File: src/hw/rtl/rse_pkg.sv
`timescale 1ns / 1ps
// Shared constants, opcodes and types of the instruction executor.
// No dependencies.
package rse_pkg;

    localparam int XLEN        = 32;
    localparam int REG_COUNT   = 32;
    localparam int REG_AW      = $clog2(REG_COUNT);
    // power of two: word index is the low address bits
    localparam int DATA_WORDS  = 128;
    localparam int DMEM_AW     = $clog2(DATA_WORDS);
    localparam int MEM_INDEX_W = 7;

    localparam logic [5:0] OP_RTYPE = 6'b000000;
    localparam logic [5:0] OP_J     = 6'b000010;
    localparam logic [5:0] OP_JAL   = 6'b000011;
    localparam logic [5:0] OP_BEQ   = 6'b000100;
    localparam logic [5:0] OP_BNE   = 6'b000101;
    localparam logic [5:0] OP_ADDI  = 6'b001000;
    localparam logic [5:0] OP_LW    = 6'b100011;
    localparam logic [5:0] OP_SW    = 6'b101011;

    localparam logic [5:0] FN_SLL = 6'd0;
    localparam logic [5:0] FN_JR  = 6'd8;
    localparam logic [5:0] FN_ADD = 6'd32;
    localparam logic [5:0] FN_SUB = 6'd34;
    localparam logic [5:0] FN_AND = 6'd36;
    localparam logic [5:0] FN_OR  = 6'd37;
    localparam logic [5:0] FN_SLT = 6'd42;

    localparam logic [REG_AW-1:0] LINK_REG = REG_AW'(31);

    typedef struct packed {
        logic [XLEN-1:0]        next_pc;
        logic                   branch_taken;
        logic                   reg_write;
        logic [REG_AW-1:0]      write_reg;
        logic [XLEN-1:0]        write_value;
        logic                   mem_write;
        logic [MEM_INDEX_W-1:0] mem_index;
        logic                   unknown_op;
    } rse_result_t;

    typedef struct packed {
        logic              en;
        logic [REG_AW-1:0] addr;
        logic [XLEN-1:0]   data;
    } rf_wr_t;

    typedef struct packed {
        logic               wr_en;
        logic [DMEM_AW-1:0] index;
        logic [XLEN-1:0]    wdata;
    } dmem_req_t;

    typedef struct packed {
        rse_result_t res;
        logic        is_load;
        rf_wr_t      rf_wr;
        dmem_req_t   dmem;
    } exec_t;

    // reset contents of register i: 10 * i
    function automatic logic [XLEN-1:0] reg_reset_value(input logic [REG_AW-1:0] idx);
        logic [XLEN-1:0] x;
        x = XLEN'(idx);
        return (x << 3) + (x << 1);
    endfunction

    function automatic logic [MEM_INDEX_W-1:0] to_mem_index(input logic [DMEM_AW-1:0] idx);
        return MEM_INDEX_W'(idx);
    endfunction

endpackage

File: src/hw/rtl/rse_exec.sv
`timescale 1ns / 1ps
// Decode and execute: ALU, branch/jump target, load/store index, writeback control.
// Depends on rse_pkg.
module rse_exec import rse_pkg::*; (
    input  logic [XLEN-1:0] instr,
    input  logic [XLEN-1:0] pc,
    input  logic [XLEN-1:0] a,
    input  logic [XLEN-1:0] b,
    output exec_t           ex
);

    logic [5:0]         op;
    logic [5:0]         fn;
    logic [REG_AW-1:0]  rt;
    logic [REG_AW-1:0]  rd;
    logic [4:0]         sh;
    logic [XLEN-1:0]    simm;
    logic [XLEN-1:0]    pc1;
    logic [XLEN-1:0]    jtarget;
    logic [XLEN-1:0]    addr;
    logic [DMEM_AW-1:0] widx;
    logic [XLEN-1:0]    next;
    logic               taken;
    logic               wr;
    logic               mw;
    logic               unk;
    logic               ld;
    logic               mem_op;
    logic [REG_AW-1:0]  wreg;
    logic [XLEN-1:0]    wval;

    assign op      = instr[31:26];
    assign rt      = instr[20:16];
    assign rd      = instr[15:11];
    assign sh      = instr[10:6];
    assign fn      = instr[5:0];
    assign simm    = {{(XLEN-16){instr[15]}}, instr[15:0]};
    assign pc1     = pc + XLEN'(1);
    assign jtarget = {pc1[31:26], instr[25:0]};
    assign addr    = a + simm;
    assign widx    = addr[DMEM_AW+1:2];

    always_comb
    begin
        next   = pc1;
        taken  = 1'b0;
        wr     = 1'b0;
        mw     = 1'b0;
        unk    = 1'b0;
        ld     = 1'b0;
        mem_op = 1'b0;
        wreg   = '0;
        wval   = '0;
        case (op)
            OP_RTYPE:
            begin
                wreg = rd;
                wr   = 1'b1;
                case (fn)
                    FN_ADD: wval = a + b;
                    FN_SUB: wval = a - b;
                    FN_AND: wval = a & b;
                    FN_OR:  wval = a | b;
                    FN_SLT: wval = XLEN'($signed(a) < $signed(b));
                    FN_SLL: wval = b << sh;
                    FN_JR:
                    begin
                        wr    = 1'b0;
                        next  = a;
                        taken = 1'b1;
                    end
                    default:
                    begin
                        wr  = 1'b0;
                        unk = 1'b1;
                    end
                endcase
            end
            OP_ADDI:
            begin
                wr   = 1'b1;
                wreg = rt;
                wval = addr;
            end
            OP_LW:
            begin
                wr     = 1'b1;
                wreg   = rt;
                ld     = 1'b1;
                mem_op = 1'b1;
            end
            OP_SW:
            begin
                mw     = 1'b1;
                mem_op = 1'b1;
            end
            OP_BEQ:
            begin
                if (a == b)
                begin
                    next  = pc1 + simm;
                    taken = 1'b1;
                end
            end
            OP_BNE:
            begin
                if (a != b)
                begin
                    next  = pc1 + simm;
                    taken = 1'b1;
                end
            end
            OP_J:
            begin
                next  = jtarget;
                taken = 1'b1;
            end
            OP_JAL:
            begin
                next  = jtarget;
                taken = 1'b1;
                wr    = 1'b1;
                wreg  = LINK_REG;
                wval  = pc1;
            end
            default:
            begin
                unk = 1'b1;
            end
        endcase

        // r0 is hardwired to zero
        if (wr && wreg == '0)
        begin
            wr = 1'b0;
        end
        if (!wr)
        begin
            wreg = '0;
            wval = '0;
        end

        ex.res.next_pc      = next;
        ex.res.branch_taken = taken;
        ex.res.reg_write    = wr;
        ex.res.write_reg    = wreg;
        ex.res.write_value  = wval;
        ex.res.mem_write    = mw;
        ex.res.mem_index    = mem_op ? to_mem_index(widx) : '0;
        ex.res.unknown_op   = unk;
        ex.is_load          = ld;
        ex.rf_wr.en         = wr && !ld;
        ex.rf_wr.addr       = wreg;
        ex.rf_wr.data       = wval;
        ex.dmem.wr_en       = mw;
        ex.dmem.index       = widx;
        ex.dmem.wdata       = b;
    end

endmodule

File: config.mk
export PLATFORM = sky130hd
export DESIGN_NAME = rse_exec
export DESIGN_NICKNAME = d
export VERILOG_FILES = /design/src/hw/rtl/rse_pkg.sv /design/src/hw/rtl/rse_exec.sv
export SDC_FILE = /design/constraint.sdc
export NUM_CORES = 1
export LEC_CHECK = 0
export BUFFER_PORTS_ARGS = -buffer_cell sky130_fd_sc_hd__buf_2
export CORE_AREA = 2 2 181 183
export DETAILED_ROUTE_END_ITERATION = 8
export DIE_AREA = 0 0 183 185
export SLEW_MARGIN = 20
export SYNTH_ARGS = -nofsm -noshare
export SYNTH_HDL_FRONTEND = slang
export SYNTH_SLANG_ARGS = --single-unit
export TNS_END_PERCENT = 1
File: constraint.sdc
create_clock -name vclk -period 5.65
set_clock_uncertainty 0.05 [all_clocks]
set_input_delay 0.8475 -clock vclk [all_inputs]
set_output_delay 0.8475 -clock vclk [all_outputs]
set_load 0.02 [all_outputs]
==> results of run 1 <==
-- kinds of logic (layout without fill, tap and decap cells) --
family | count (synthesis) | count (layout) | share of synthesized area
compound gates | 605 | 605 | 0.326
simple gates | 491 | 491 | 0.189
buf+inv | 316 | 543 | 0.136
fa+ha+maj | 169 | 169 | 0.179
xor+xnor | 113 | 113 | 0.0824
mux | 83 | 83 | 0.0888
-- per-layer routing --
layer  share of wire  vias to the layer above  GRT usage
met5               0                        -          0
met4           0.029                        0     0.0726
met3           0.094                       82     0.0216
met2            0.45                      822      0.486
met1            0.43                     6929      0.413
li1                -                     6855          -
-- final cells by class --
| cell class | count | share of cell area |
|---|---|---|
| inverters | 150 | 0.0409 |
| repair buffers | 393 | 0.163 |
| multi-input cells | 1461 | 0.759 |
| well taps | 408 | 0.0371 |
-- report_power, final --
| group | switching [mW] | leakage (nW) | internal (mW) |
|---|---|---|---|
| Sequential | 0 | 0 | 0 |
| Clock | 0 | 0 | 0 |
| Combinational | 0.831 | 6.60 | 0.510 |
| Total | 0.831 | 6.60 | 0.510 |
-- synth_stat cells (4+ instances only) --
| master | n | area, sq um |
|---|---|---|
| mux4_2 | 18 | 405 |
| a31oi_1 | 13 | 81.3 |
| nand2_1 | 154 | 578 |
| buf_6 | 4 | 45.0 |
| and2_1 | 9 | 56.3 |
| xor2_1 | 27 | 236 |
| clkbuf_1 | 63 | 236 |
| or3_1 | 9 | 56.3 |
| o21ai_0 | 148 | 741 |
| a222oi_1 | 40 | 400 |
| clkbuf_8 | 12 | 165 |
| and3_1 | 9 | 56.3 |
| nor4_1 | 8 | 50.1 |
| o221ai_1 | 10 | 87.6 |
| nand3_1 | 34 | 170 |
| a21o_1 | 35 | 263 |
| nor2_1 | 159 | 597 |
| o211a_1 | 5 | 50.1 |
| o211ai_1 | 12 | 90.1 |
| a22oi_1 | 23 | 173 |
| o21bai_1 | 23 | 173 |
| a21oi_1 | 173 | 866 |
| buf_4 | 76 | 571 |
| buf_2 | 7 | 35.0 |
| nand4_1 | 19 | 119 |
| a221oi_1 | 15 | 131 |
| or4_1 | 5 | 37.5 |
| xnor2_1 | 86 | 753 |
| mux2i_1 | 57 | 571 |
| ha_1 | 165 | 2060 |
| nor2b_1 | 19 | 119 |
| o31ai_1 | 6 | 45.0 |
| nor3b_1 | 6 | 45.0 |
| a22o_1 | 5 | 43.8 |
| fa_1 | 4 | 80.1 |
| o22ai_1 | 17 | 106 |
| a211oi_1 | 23 | 173 |
| inv_1 | 146 | 548 |
| nor3_1 | 24 | 120 |
| nand2b_1 | 18 | 113 |
| mux2_2 | 8 | 90.1 |
| o21a_1 | 12 | 90.1 |
-- critical path, stage by stage --
cell and delay [ns]:
buf_2 0.22, inv_1 0.07, ha_1 0.31, or3_1 0.40
nor4_1 0.54, nand3_1 0.16, nor3_1 0.29, buf_4 0.19
xnor2_1 0.09, a21boi_1 0.30, nand2_1 0.14, buf_4 0.19
buf_4 0.16, a222oi_1 0.32, o21ai_0 0.16, buf_2 0.19
-- final timing paths --
path,endpoint,from,slack [ns],cells after the start
hold / removal,ex[18],b[18],1.93,2
setup / recovery,ex[149],a[21],0.16,16
-- through the flow --
| stage | power, mW | instance area (sq um) | hold WS (ns) | utilization |
|---|---|---|---|---|
| final | 1.34 | 13800 | 1.93 | 0.430 |
| after global routing | 1.45 | 13800 | 1.94 | 0.430 |
| after CTS | 1.31 | 13700 | 1.93 | 0.428 |
| after detailed placement | 1.30 | 13700 | 1.93 | 0.428 |
| after global placement | 1.30 | 13700 | 1.92 | 0.428 |
| after floorplan | 0.879 | 12000 | 1.76 | - |
==> out/metrics.yaml, run 1 <==
synthToLayoutAreaGrowth_pct: 14.6
post_drt_via_cell_ratio: 6.09
status: "completed"
tns_ns: 0
worstSetupPathType: "input port to primary output"
dieArea_sq_um: 33900
final_common_cell: "buf_2"
overflow: 0
die_h_um: 185
final_cell_mix: "buf_2 (287), a21oi_1 (173), ha_1 (163)"
maxCapViolations: 0
min_path_type: "input port to primary output"
wl_per_cell_um: 21.7
clock_buffer_count: 0
cts_setup_buffers: 0
p_leak_nw: 6.60
powerDensity_nw_per_um2: 97.4
start_util: 0.375
tightest_slew_ns: 0.771
clock.fmax_mhz: 182
cp-end-kind: "primary output"
ys_seq_area_frac: 0
syn-num-nets: 2074
antenna_cells: 0
holdBufCountCts: 0
grt.total_usage: 0.294
avgSynthCellArea_sq_um: 6.76
fillers: 3463
ys_types: 84
drive_gt1_frac: 0.225
grt_pass1_wl_mm: 77.8
grt_max_degree: 53
seq_cell_count: 0
rsz0062_at_grt: "no"
hold_viol: 0
drt_iter0_drc: 1662
yosysWarnings: 0
register_area_sq_um: 0
ios: 287
cp.required_ns: 4.75
row_count: 66
fin_crit_ns: 5.49
dp_cells: 2412
path_max_fanout: 8
vdd_drop_max_mv: 0.0356
vias: 14688
die_w_um: 183
instances_no_fill: 2412
multi_input_area_sq_um: 10400
grt_pass1_vias: 13271
firstDrtPassIters: 9
setup_ws_ns: 0.160
gp_congestion: 0.987
period_share: 0.972
start_kind: "input port"
finalWirelength_mm: 52.4
drc: 0
coreArea_sq_um: 32000
antenna_found_initial: 1
netlist_area_sq_um: 12000
postRouteAntennaNets: 0
slew_viol_final: 0
port_buffers: 287
layout.nets: 2303
hpwl_mm: 44.3
pre_cts_ws_ns: 0.161
max_slew_margin: 0.484
setup_violations: 0
cts_resized: 0
netlist_instances: 1777
crit_arrival_ns: 4.59
Power figures use the tool's default switching activity.
==> run 2, diff against run 1 <==
--- a/config.mk
+++ b/config.mk
@@ -6,9 +6,10 @@
 export NUM_CORES = 1
 export LEC_CHECK = 0
 export BUFFER_PORTS_ARGS = -buffer_cell sky130_fd_sc_hd__buf_2
-export CORE_AREA = 2 2 181 183
+export CORE_AREA = 2 2 189 191
 export DETAILED_ROUTE_END_ITERATION = 8
-export DIE_AREA = 0 0 183 185
+export DIE_AREA = 0 0 191 193
+export SETUP_SLACK_MARGIN = 0.15
 export SLEW_MARGIN = 20
 export SYNTH_ARGS = -nofsm -noshare
 export SYNTH_HDL_FRONTEND = slang
==> out/metrics.yaml, run 2 (same netlist as run 1, synthesis figures left out) <==
worstSetupPathType: "input port to primary output"  # unchanged
holdBufCountCts: 0  # unchanged
holdCritStartpoint: "b[17]"  # was b[18]
layout.nets: 2321  # was 2,303
ios: 287  # unchanged
grt.total_usage: 0.278  # was 0.294
period_share: 0.973  # was 0.972
drt_iter0_drc: 1664  # was 1,662
postRouteAntennaNets: 0  # unchanged
min_path_cells: 2  # unchanged
cp-end-kind: "primary output"  # unchanged
grt_pass1_wl_mm: 79.9  # was 77.8 mm
final_common_cell: "buf_2"  # unchanged
wl_per_cell_um: 21.5  # was 21.7 um
firstDrtPassIters: 9  # unchanged
vdd_drop_max_mv: 0.0332  # was 0.0356 mV
cp.required_ns: 4.75  # about the same
hold_viol: 0  # unchanged
rsz0062_at_grt: "yes"  # was no
hpwl_mm: 45.1  # was 44.3 mm
post_drt_via_cell_ratio: 5.93  # was 6.09
slew_viol_final: 0  # unchanged
start_kind: "input port"  # unchanged
synthToLayoutAreaGrowth_pct: 16.9  # was 14.6%
register_area_sq_um: 0  # unchanged
design_area_sq_um: 14000  # was 13,800 sq um
setup_violations: 0  # unchanged
maxCapViolations: 0  # unchanged
clock.fmax_mhz: 182  # about the same
dpl-instance-area_sq_um: 13900  # was 13,700 sq um
p_leak_nw: 6.72  # was 6.60 nW
port_buffers: 287  # unchanged
postLayoutCoreUtil: 0.402  # was 0.430
clock_buffer_count: 0  # unchanged
tightest_slew_ns: 0.777  # was 0.771 ns
status: "completed"  # unchanged
start_util: 0.343  # was 0.375
seq_cell_count: 0  # unchanged
vias: 14720  # about the same
die_w_um: 191  # was 183 um
fin_crit_ns: 5.50  # was 5.49 ns
gp_congestion: 1.02  # was 0.987
min_path_type: "input port to primary output"  # unchanged
crit_start: "a[10]"  # was a[21]
powerDensity_nw_per_um2: 97.1  # was 97.4 nW/um^2
drc: 0  # unchanged
row_count: 69  # was 66
final_cell_mix: "buf_2 (287), a21oi_1 (172), ha_1 (162)"  # was buf_2 (287), a21oi_1 (173), ha_1 (163)
cts_resized: 8  # was 0
overflow: 0  # unchanged
design_power_total_mw: 1.36  # was 1.34 mW
antenna_cells: 0  # unchanged
tns_ns: 0  # unchanged
hold-worst-slack_ns: 1.93  # about the same
dieArea_sq_um: 36900  # was 33,900 sq um
antenna_found_initial: 0  # was 1
coreArea_sq_um: 35000  # was 32,000 sq um
finalWirelength_mm: 53.4  # was 52.4 mm
path_max_fanout: 6  # was 8
grt_max_degree: 53  # unchanged
cts_setup_buffers: 0  # unchanged
grt_pass1_vias: 13724  # was 13.3k
die_h_um: 193  # was 185 um
drive_gt1_frac: 0.237  # was 0.225
crit_arrival_ns: 4.60  # was 4.59 ns
max_slew_margin: 0.477  # was 0.484
==> run 2: power by group <==
part	internal (mW)	switching, mW	total [mW]
combinational	0.527	0.837	1.36
sequential	0	0	0
clock	0	0	0
==> run 2: metrics by stage <==
step | instances | setup slack, ns
after floorplan | 1777 | 0.369
after global placement | 2483 | 0.0571
after detailed placement | 2483 | 0.0258
after CTS | 2483 | 0.160
after global routing | 2483 | 0.0452
final | 2483 | 0.152
==> run 2: path summary, 6_finish.rpt <==
kind,endpoint,slack (ns)
min,ex[17],1.93
max,ex[88],0.15
==> run 2: layer usage <==
metal | part of all wire | vias up | global-route usage
li1 | - | 6888 | -
met1 | 0.42 | 6857 | 0.373
met2 | 0.45 | 847 | 0.462
met3 | 0.096 | 128 | 0.0340
met4 | 0.039 | 0 | 0.0897
met5 | 0 | - | 0
==> run 2: cell type report <==
class	count	area [sq um]
fillers	3817	20900
well taps	461	577
repair buffers	411	2390
multi-input cells	1461	10500
inverters	150	563
==> run 2: worst max-delay path, cell delays in order <==
cell and delay (ns):
buf_2 0.21, inv_1 0.07, ha_1 0.36, or3_1 0.49, a21oi_1 0.14, o21ai_1 0.11
buf_4 0.15, a221oi_1 0.49, a31oi_1 0.28, o21a_1 0.27, o21ai_0 0.62, a211oi_1 0.30
buf_2 0.25
