$ cat src/hw/rtl/rse_pkg.sv
`timescale 1ns / 1ps
// Shared constants, opcodes and types of the instruction executor.
// No dependencies.
package rse_pkg;

    localparam int XLEN        = 32;
    localparam int REG_COUNT   = 32;
    localparam int REG_AW      = $clog2(REG_COUNT);
    // power of two: word index is the low address bits
    localparam int DATA_WORDS  = 128;
    localparam int DMEM_AW     = $clog2(DATA_WORDS);
    localparam int MEM_INDEX_W = 7;

    localparam logic [5:0] OP_RTYPE = 6'b000000;
    localparam logic [5:0] OP_J     = 6'b000010;
    localparam logic [5:0] OP_JAL   = 6'b000011;
    localparam logic [5:0] OP_BEQ   = 6'b000100;
    localparam logic [5:0] OP_BNE   = 6'b000101;
    localparam logic [5:0] OP_ADDI  = 6'b001000;
    localparam logic [5:0] OP_LW    = 6'b100011;
    localparam logic [5:0] OP_SW    = 6'b101011;

    localparam logic [5:0] FN_SLL = 6'd0;
    localparam logic [5:0] FN_JR  = 6'd8;
    localparam logic [5:0] FN_ADD = 6'd32;
    localparam logic [5:0] FN_SUB = 6'd34;
    localparam logic [5:0] FN_AND = 6'd36;
    localparam logic [5:0] FN_OR  = 6'd37;
    localparam logic [5:0] FN_SLT = 6'd42;

    localparam logic [REG_AW-1:0] LINK_REG = REG_AW'(31);

    typedef struct packed {
        logic [XLEN-1:0]        next_pc;
        logic                   branch_taken;
        logic                   reg_write;
        logic [REG_AW-1:0]      write_reg;
        logic [XLEN-1:0]        write_value;
        logic                   mem_write;
        logic [MEM_INDEX_W-1:0] mem_index;
        logic                   unknown_op;
    } rse_result_t;

    typedef struct packed {
        logic              en;
        logic [REG_AW-1:0] addr;
        logic [XLEN-1:0]   data;
    } rf_wr_t;

    typedef struct packed {
        logic               wr_en;
        logic [DMEM_AW-1:0] index;
        logic [XLEN-1:0]    wdata;
    } dmem_req_t;

    typedef struct packed {
        rse_result_t res;
        logic        is_load;
        rf_wr_t      rf_wr;
        dmem_req_t   dmem;
    } exec_t;

    // reset contents of register i: 10 * i
    function automatic logic [XLEN-1:0] reg_reset_value(input logic [REG_AW-1:0] idx);
        logic [XLEN-1:0] x;
        x = XLEN'(idx);
        return (x << 3) + (x << 1);
    endfunction

    function automatic logic [MEM_INDEX_W-1:0] to_mem_index(input logic [DMEM_AW-1:0] idx);
        return MEM_INDEX_W'(idx);
    endfunction

endpackage

$ cat src/hw/rtl/rse_ram.sv
`timescale 1ns / 1ps
// Generic single-write, single-read synchronous RAM with registered read.
// No dependencies.
module rse_ram #(
    parameter int WIDTH = 32,
    parameter int DEPTH = 32
) (
    input  logic                     clk,
    input  logic                     we,
    input  logic [$clog2(DEPTH)-1:0] waddr,
    input  logic [WIDTH-1:0]         wdata,
    input  logic [$clog2(DEPTH)-1:0] raddr,
    output logic [WIDTH-1:0]         rdata
);

    logic [WIDTH-1:0] mem [DEPTH];

    always_ff @(posedge clk)
    begin
        if (we)
        begin
            mem[waddr] <= wdata;
        end
        rdata <= mem[raddr];
    end

endmodule

$ cat src/hw/rtl/rse_regfile.sv
`timescale 1ns / 1ps
// Register file: two RAM copies for two read ports, valid bits supply reset values.
// Depends on rse_pkg and rse_ram.
module rse_regfile import rse_pkg::*; (
    input  logic              clk,
    input  logic              rst_n,
    input  logic [REG_AW-1:0] rd_addr_a,
    input  logic [REG_AW-1:0] rd_addr_b,
    output logic [XLEN-1:0]   rd_data_a,
    output logic [XLEN-1:0]   rd_data_b,
    input  rf_wr_t            wr
);

    logic [REG_COUNT-1:0] valid_reg;
    logic [REG_COUNT-1:0] valid_next;
    logic [REG_AW-1:0]    addr_a_reg;
    logic [REG_AW-1:0]    addr_b_reg;
    logic                 va_reg;
    logic                 vb_reg;
    logic [XLEN-1:0]      ram_a;
    logic [XLEN-1:0]      ram_b;

    rse_ram #(.WIDTH(XLEN), .DEPTH(REG_COUNT)) u_ram_a (
        .clk   (clk),
        .we    (wr.en),
        .waddr (wr.addr),
        .wdata (wr.data),
        .raddr (rd_addr_a),
        .rdata (ram_a)
    );

    rse_ram #(.WIDTH(XLEN), .DEPTH(REG_COUNT)) u_ram_b (
        .clk   (clk),
        .we    (wr.en),
        .waddr (wr.addr),
        .wdata (wr.data),
        .raddr (rd_addr_b),
        .rdata (ram_b)
    );

    always_comb
    begin
        valid_next = valid_reg;
        if (wr.en)
        begin
            valid_next[wr.addr] = 1'b1;
        end
    end

    always_ff @(posedge clk or negedge rst_n)
    begin
        if (!rst_n)
        begin
            valid_reg <= '0;
            va_reg    <= 1'b0;
            vb_reg    <= 1'b0;
        end
        else
        begin
            valid_reg <= valid_next;
            va_reg    <= valid_reg[rd_addr_a];
            vb_reg    <= valid_reg[rd_addr_b];
        end
    end

    always_ff @(posedge clk)
    begin
        addr_a_reg <= rd_addr_a;
        addr_b_reg <= rd_addr_b;
    end

    assign rd_data_a = va_reg ? ram_a : reg_reset_value(addr_a_reg);
    assign rd_data_b = vb_reg ? ram_b : reg_reset_value(addr_b_reg);

endmodule

$ cat config.mk
export PLATFORM = sky130hd
export DESIGN_NAME = rse_regfile
export DESIGN_NICKNAME = d
export VERILOG_FILES = /design/src/hw/rtl/rse_pkg.sv /design/src/hw/rtl/rse_ram.sv /design/src/hw/rtl/rse_regfile.sv
export SDC_FILE = /design/constraint.sdc
export NUM_CORES = 1
export LEC_CHECK = 0
export BUFFER_PORTS_ARGS = -buffer_cell sky130_fd_sc_hd__buf_2
export CAP_MARGIN = 15
export CORE_MARGIN = 2
export CORE_UTILIZATION = 45
export CTS_CLUSTER_SIZE = 40
export DETAILED_ROUTE_END_ITERATION = 8
export SYNTH_ARGS = -nofsm -noshare
export SYNTH_HDL_FRONTEND = slang
export SYNTH_SLANG_ARGS = --single-unit
$ cat constraint.sdc
create_clock -name clk -period 1.7 [get_ports clk]
set_input_delay 0.085 -clock clk [delete_from_list [all_inputs] [get_ports clk]]
set_output_delay 0.085 -clock clk [all_outputs]
set_load 0.02 [all_outputs]
==> results of run 1 <==
## routing by layer
metal | share of wire (%) | up-vias
met4 | 3.5 | 6
met1 | 42 | 18100
met5 | 0.027 | -
met3 | 5.9 | 303
met2 | 48 | 1264
li1 | - | 15400
## cells by family (layout without fill, tap and decap cells)
kind of cell,count (synthesis),after routing,synth area share [%]
xor+xnor,6,6,0.0998
compound gates,606,606,7.82
mux,1066,1066,20.3
other cells,0,2,0
simple gates,614,614,5.51
flops,1132,1132,62.8
fa+ha+maj,8,8,0.219
buf+inv,275,829,3.25
## power by group through the flow
stage	clock (mW)	sequential [mW]	combinational (mW)
after floorplan	0	31.8	3.90
after global placement	0	32.1	6.75
after detailed placement	0	32.1	6.79
after CTS	28.3	31.5	7.66
after global routing	29.5	31.6	8.26
final	28.0	31.5	7.86
## final cells by class
class | instances | area (sq um) | share of cell area, %
timing repair buffer | 592 | 6980 | 10.8
sequential | 1132 | 33100 | 51.1
antenna | 2 | 5.00 | 0.00773
clock inverter | 58 | 623 | 0.963
clock buffer | 179 | 3650 | 5.64
tap | 1524 | 1910 | 2.95
multi-input combinational | 2300 | 18500 | 28.5
## placed cells by master (no fill, tap or decap), drive strengths merged, types with 4 or more instances in the layout
cell type,instances
nand3,200
nor2,36
or2,34
ha,6
o21ai,4
dfrtp,34
and2,50
clkinv,37
mux2i,1056
a22oi,198
nor2b,4
bufinv,10
nor3,66
inv,7
nand2b,4
a31oi,66
a22o,132
nand3b,5
dlygate4sd3,43
clkbuf,179
xnor2,4
edfxtp,1024
buf,549
a21oi,200
mux2,10
a21o,4
clkinvlp,4
nand2,212
dfxtp,74
## worst max-delay path, stage by stage (launching register included)
cell and delay [ns]:
dfxtp_2 0.33, ha_4 0.16, fa_2 0.36, a21o_1 0.17, nand2_1 0.08, xnor2_1 0.06
mux2_4 0.27, buf_6 0.13
## stage by stage
stage / worst slack [ns] / hold slack (ns) / cells / util, % / TNS [ns]
6_report: -0.688 / 0.0999 / 5787 / 55.7 / -19.63
5_1_grt: -0.749 / 0.0915 / 5785 / 55.7 / -22.22
4_1_cts: -0.702 / 0.0601 / 5782 / 55.5 / -23.08
3_5_place_dp: -0.136 / 0.208 / 5485 / 50.8 / -0.509
3_3_place_gp: -0.134 / 0.203 / 5485 / 50.8 / -0.484
2_1_floorplan: -0.472 / -0.211 / 3707 / - / -221.93
## what timing repair did
action | in CTS | in global routing
gates resized for setup | 158 | 72
cloned | 4 | 0
setup buffers | 15 | 5
pin swaps | 12 | 16
setup endpoints to repair | 64 | 64
endpoints found under the hold margin | 1070 | 0
hold buffers | 43 | 0
## worst max path at each step
stage	slack, ns	depth (start not counted)	startpoint	to
4_1_cts	-0.70	7	addr_a_reg[2]	rd_data_a[7]
3_5_place_dp	-0.14	9	rd_addr_a[0]	u_ram_a.rdata[21]
6_report	-0.69	7	addr_b_reg[2]	rd_data_b[7]
2_1_floorplan	-0.47	2	wr[34]	u_ram_b.mem[27][0]
3_3_place_gp	-0.13	9	rd_addr_a[0]	u_ram_a.rdata[21]
5_1_grt	-0.75	7	addr_b_reg[2]	rd_data_b[7]
==> metrics.txt, run 1 <==
status=finished, violations left; failing checks=setup timing; Max Freq=419 MHz; switching share of power=23.9%; final hold viol count=0; Worst Path Max Fanout=2; via count=35100; hold path depth=2; reg-to-reg critical path endpoint=u_ram_b.rdata[12]; residual DRC count=0; Rel. slew slack=47.7%; antenna violations before repair=8; Psw=16.1 mW; final period demand of the worst path=2.39 ns; Synth top cells by count=mux2i_1, edfxtp_1, nand2_1; Die ar.=120000 sq um; post-placement cell area=59000 sq um; Flop pwr share=46.8%; fin area=64700 sq um; die height=346 microns; FF-to-FF Start=u_ram_b.mem[19][12]; grt peak-use layer=met2; DR vias/cell=6.07; skew final=0.0302 ns; leakage power=24.9 nW; share of cells above drive strength 1=21.3%; final slew viol count=0; vias in the first global route=34900; met1 GRT Util=37.3%; Root Buffer=clkbuf_16; worst r2r path cells=4; Synth Register Bits=1132; total grt overflow=0; Final WS setup=-0.688 ns; HP Start=rd_addr_a[3]; sequential area share after synthesis=62.8%; largest register by flop count=u_ram_b.mem; Unique masters post-synth=35; Global Route Usage Sum=28.0%; H-tree depth=4; max FFs per register=992; syn nets=3765; Chip Width=346 microns; GPL Wtd Cong=0.837; clock share of power=41.5%; pwr/cell area=1040 nW/um^2; CP required=1.62 ns; area leader, netlist=edfxtp_1; Mapped Avg Cell Area=14.2 sq um; largest net degree at the start of global routing=35; area grow syn2layout=22.9%; Core ar.=116000 sq um; top cells by area, synth=edfxtp_1, mux2i_1, a22oi_1, dfxtp_1, a22o_1; R2R Setup Slk=0.26 ns; Worst Setup Path Type=reg2out; Routed WL=170 mm; Pwr Total=67.4 mW; num rows=125; DPL Wire Length=108 mm; Int Power=51.2 mW; met2 usage=46.2%; clk_lat worst skew=0.75 ns; Setup Viol. Count Final=64; Most used DFF post-synth=edfxtp_1; Port Buf Inserts=113; part of the cycle the worst path needs=140%; Worst Hold Class=in2reg; TritonCTS clock tree=done; WL/cell=29.4 microns; synthesized instance count=3707; DR pass1 iterations=5; Layout Nets=4214; clk slew on worst S/H paths=0.05 ns; RSZ-0062 raised after global routing=true; clk buf depth=3; met3 usage=4.49%; Synth Cell Area=52700 sq um; CP Launch Type=register; Slew @ Worst Pin=0.784 ns; first-pass GRT wire length=244 mm; CP endpoint kind=primary output; Synth warnings=0; Logic pwr share=11.7%; ys async rst share=3.00%; Max IR drop VDD=1.02 mV; top-count cell post-synth=mux2i_1; Starting DRT DRC Count=3161; I/O pin cnt=114; Synth top area share=58.4%; Initial Util=45.3%; Clock Sinks=1132; Post-synth EDFFs=1024; hold endpoint=addr_a_reg[3]; Max Cap Viol=0; antenna-violating nets left=0; fill count=9326; Critical Path AT=2.30 ns; CTS buffer count=130
(Power assumes the default switching activity.)
==> inputs of run 2 (changes only) <==
CTS_CLUSTER_SIZE = 20   (was 40)
MAX_ROUTING_LAYER = met4   (was unset)
==> run 2 against run 1 <==
The run still ends with setup timing left. Hold slack improved by 0.00092 ns. Clock skew fell by 0.0015 ns. Combinational power barely moved. Largest power group unchanged.
==> metrics.txt, run 2 (synthesis gave the netlist of run 1 again) <==
status=finished, violations left; failing checks=setup timing; Chip Width=346 microns (unchanged); CTS buffer count=130 (unchanged); Final WS setup=-0.690 ns (-0.00184 ns); total grt overflow=0 (unchanged); Layout Nets=4214 (unchanged); Worst Path Max Fanout=2 (unchanged); commonest non-fill, non-tap cell in the layout=mux2i_1; num rows=125 (unchanged); die height=346 microns (unchanged); first-pass GRT wire length=244 mm (about the same); final period demand of the worst path=2.39 ns (+0.00184 ns); Max IR drop VDD=1.02 mV (+0.69%); WL/cell=29.3 microns (-0.13%); Rel. slew slack=47.3% (-0.41 points); clk_lat worst skew=0.75 ns (about the same); DPL Wire Length=108 mm (unchanged); clk buf depth=3 (unchanged); GPL Wtd Cong=0.850 (+1.5%); CP required=1.62 ns (about the same); area grow syn2layout=22.9% (about the same); antenna violations before repair=7 (-1); H-tree depth=4 (unchanged); Bufs and invs on worst path=1 (unchanged); Max Cap Viol=0 (unchanged); DR vias/cell=6.08 (+0.28%); Starting DRT DRC Count=3304 (+4.5%); Slew @ Worst Pin=0.790 ns (+0.00610 ns); R2R Setup Slk=0.28 ns (+0.02 ns); largest net degree at the start of global routing=35 (unchanged); I/O pin cnt=114 (unchanged); via count=35200 (+0.33%); Setup TNS Final=-19.98 ns (-0.346 ns); CP endpoint kind=primary output; Port Buf Inserts=113 (unchanged); Clock Sinks=1132 (unchanged); Initial Util=45.3% (unchanged); commonest non-fill, non-tap cells in the layout=mux2i_1, edfxtp_1, buf_4, nand2_1, nand3_1; leakage power=24.9 nW (about the same); Worst Setup Path Type=reg2out; Routed WL=170 mm (about the same); max FFs per register=992 (unchanged); Critical Path AT=2.30 ns (about the same); slowest CP cell=fa_2; share of cells above drive strength 1=21.3% (unchanged); CP Launch Type=register; residual DRC count=0 (unchanged); final hold viol count=0 (unchanged); critical-path cell list=ha_4, fa_2, a21o_1, nand2_1, xnor2_1, mux2_4, buf_6; Final Core Density=55.7% (about the same); part of the cycle the worst path needs=141% (about the same); Max Freq=418 MHz (about the same); placed insts=5485 (unchanged); TritonCTS clock tree=done; Die ar.=120000 sq um (unchanged); family with the most delay on the worst path=adder cells; Global Route Usage Sum=28.8% (+0.84 points); Root Buffer=clkbuf_16; vias in the first global route=34900 (-0.026%); DR pass1 iterations=6 (+1); pwr/cell area=1040 nW/um^2 (about the same); Max stage delay on crit path=0.36 ns (about the same); final slew viol count=0 (unchanged); clk slew on worst S/H paths=0.05 ns (about the same); Setup Viol. Count Final=64 (unchanged); RSZ-0062 raised after global routing=true; Core ar.=116000 sq um (unchanged); Worst Hold Class=in2reg; largest register by flop count=u_ram_b.mem; fin cells=5790 (+0.052%); skew final=0.0287 ns (-0.00150 ns); antenna-violating nets left=0 (unchanged)
run 2: cell types whose count changed in the layout (fill, tap and decap cells not counted):
| cell | delta |
|---|---|
| mux2_2 | +1 |
| diode_2 | +3 |
| mux2_4 | -1 |
run 2: where the power goes:
| part | switching (mW) | internal (mW) | total, mW |
|---|---|---|---|
| combinational | 4.29 | 3.56 | 7.85 |
| clock | 11.3 | 16.6 | 28.0 |
| sequential | 0.483 | 31.1 | 31.5 |
run 2: area by class of cell:
cell class / instances / area [sq um]
timing repair buffer: 592 / 6980
clock inverter: 58 / 623
clock buffer: 179 / 3650
sequential: 1132 / 33100
fill: 9321 / 51500
multi-input combinational: 2300 / 18400
antenna: 5 / 12.5
tap: 1524 / 1910
run 2: worst register-to-register path, cell delays in order (launching register included):
cell,delay (ns)
edfxtp_1,0.40
mux2i_1,0.23
a22oi_1,0.16
a31oi_1,0.19
buf_4,0.13
nand3_1,0.13
run 2: routing by layer:
metal / part of all wire [%] / wire (microns) / GRT usage [%] / vias to the layer above
met5: 0 / 0 / - / -
met4: 3.5 / 5960 / 10.2 / 0
met1: 42 / 71600 / 37.3 / 18200
met2: 48 / 81900 / 46.2 / 1322
li1: - / - / - / 15400
met3: 6.1 / 10400 / 4.43 / 320
run 2: timing repair:
action / 4_1_cts / 5_1_grt
endpoints found under the setup margin: 64 / 64
pin swaps: 12 / 16
hold buffers: 43 / 0
setup buffers: 15 / 5
gates cloned: 4 / 0
hold endpoints to repair: 1070 / 0
gates resized for setup: 158 / 71
run 2: through the flow:
stage               instance area, sq um  setup slack, ns  total power [mW]  hold WS [ns]
global route                       64700           -0.747              69.3        0.0916
CTS                                64500           -0.702              67.5        0.0601
floorplan                          52800           -0.472              35.7        -0.211
global placement                   59000           -0.134              38.9         0.203
detailed placement                 59000           -0.136              38.9         0.208
finish                             64700           -0.690              67.3         0.101
run 2: path summary, 6_finish.rpt:
kind	startpoint	to	depth (start not counted)
min reg2reg	valid_reg[1]	valid_reg[1]	1
max in group asynchronous	rst_n	va_reg	2
min in group asynchronous	rst_n	va_reg	2
max reg2reg	u_ram_b.mem[19][6]	u_ram_b.rdata[6]	5
min	rd_addr_a[3]	addr_a_reg[3]	2
max	addr_b_reg[2]	rd_data_b[7]	7
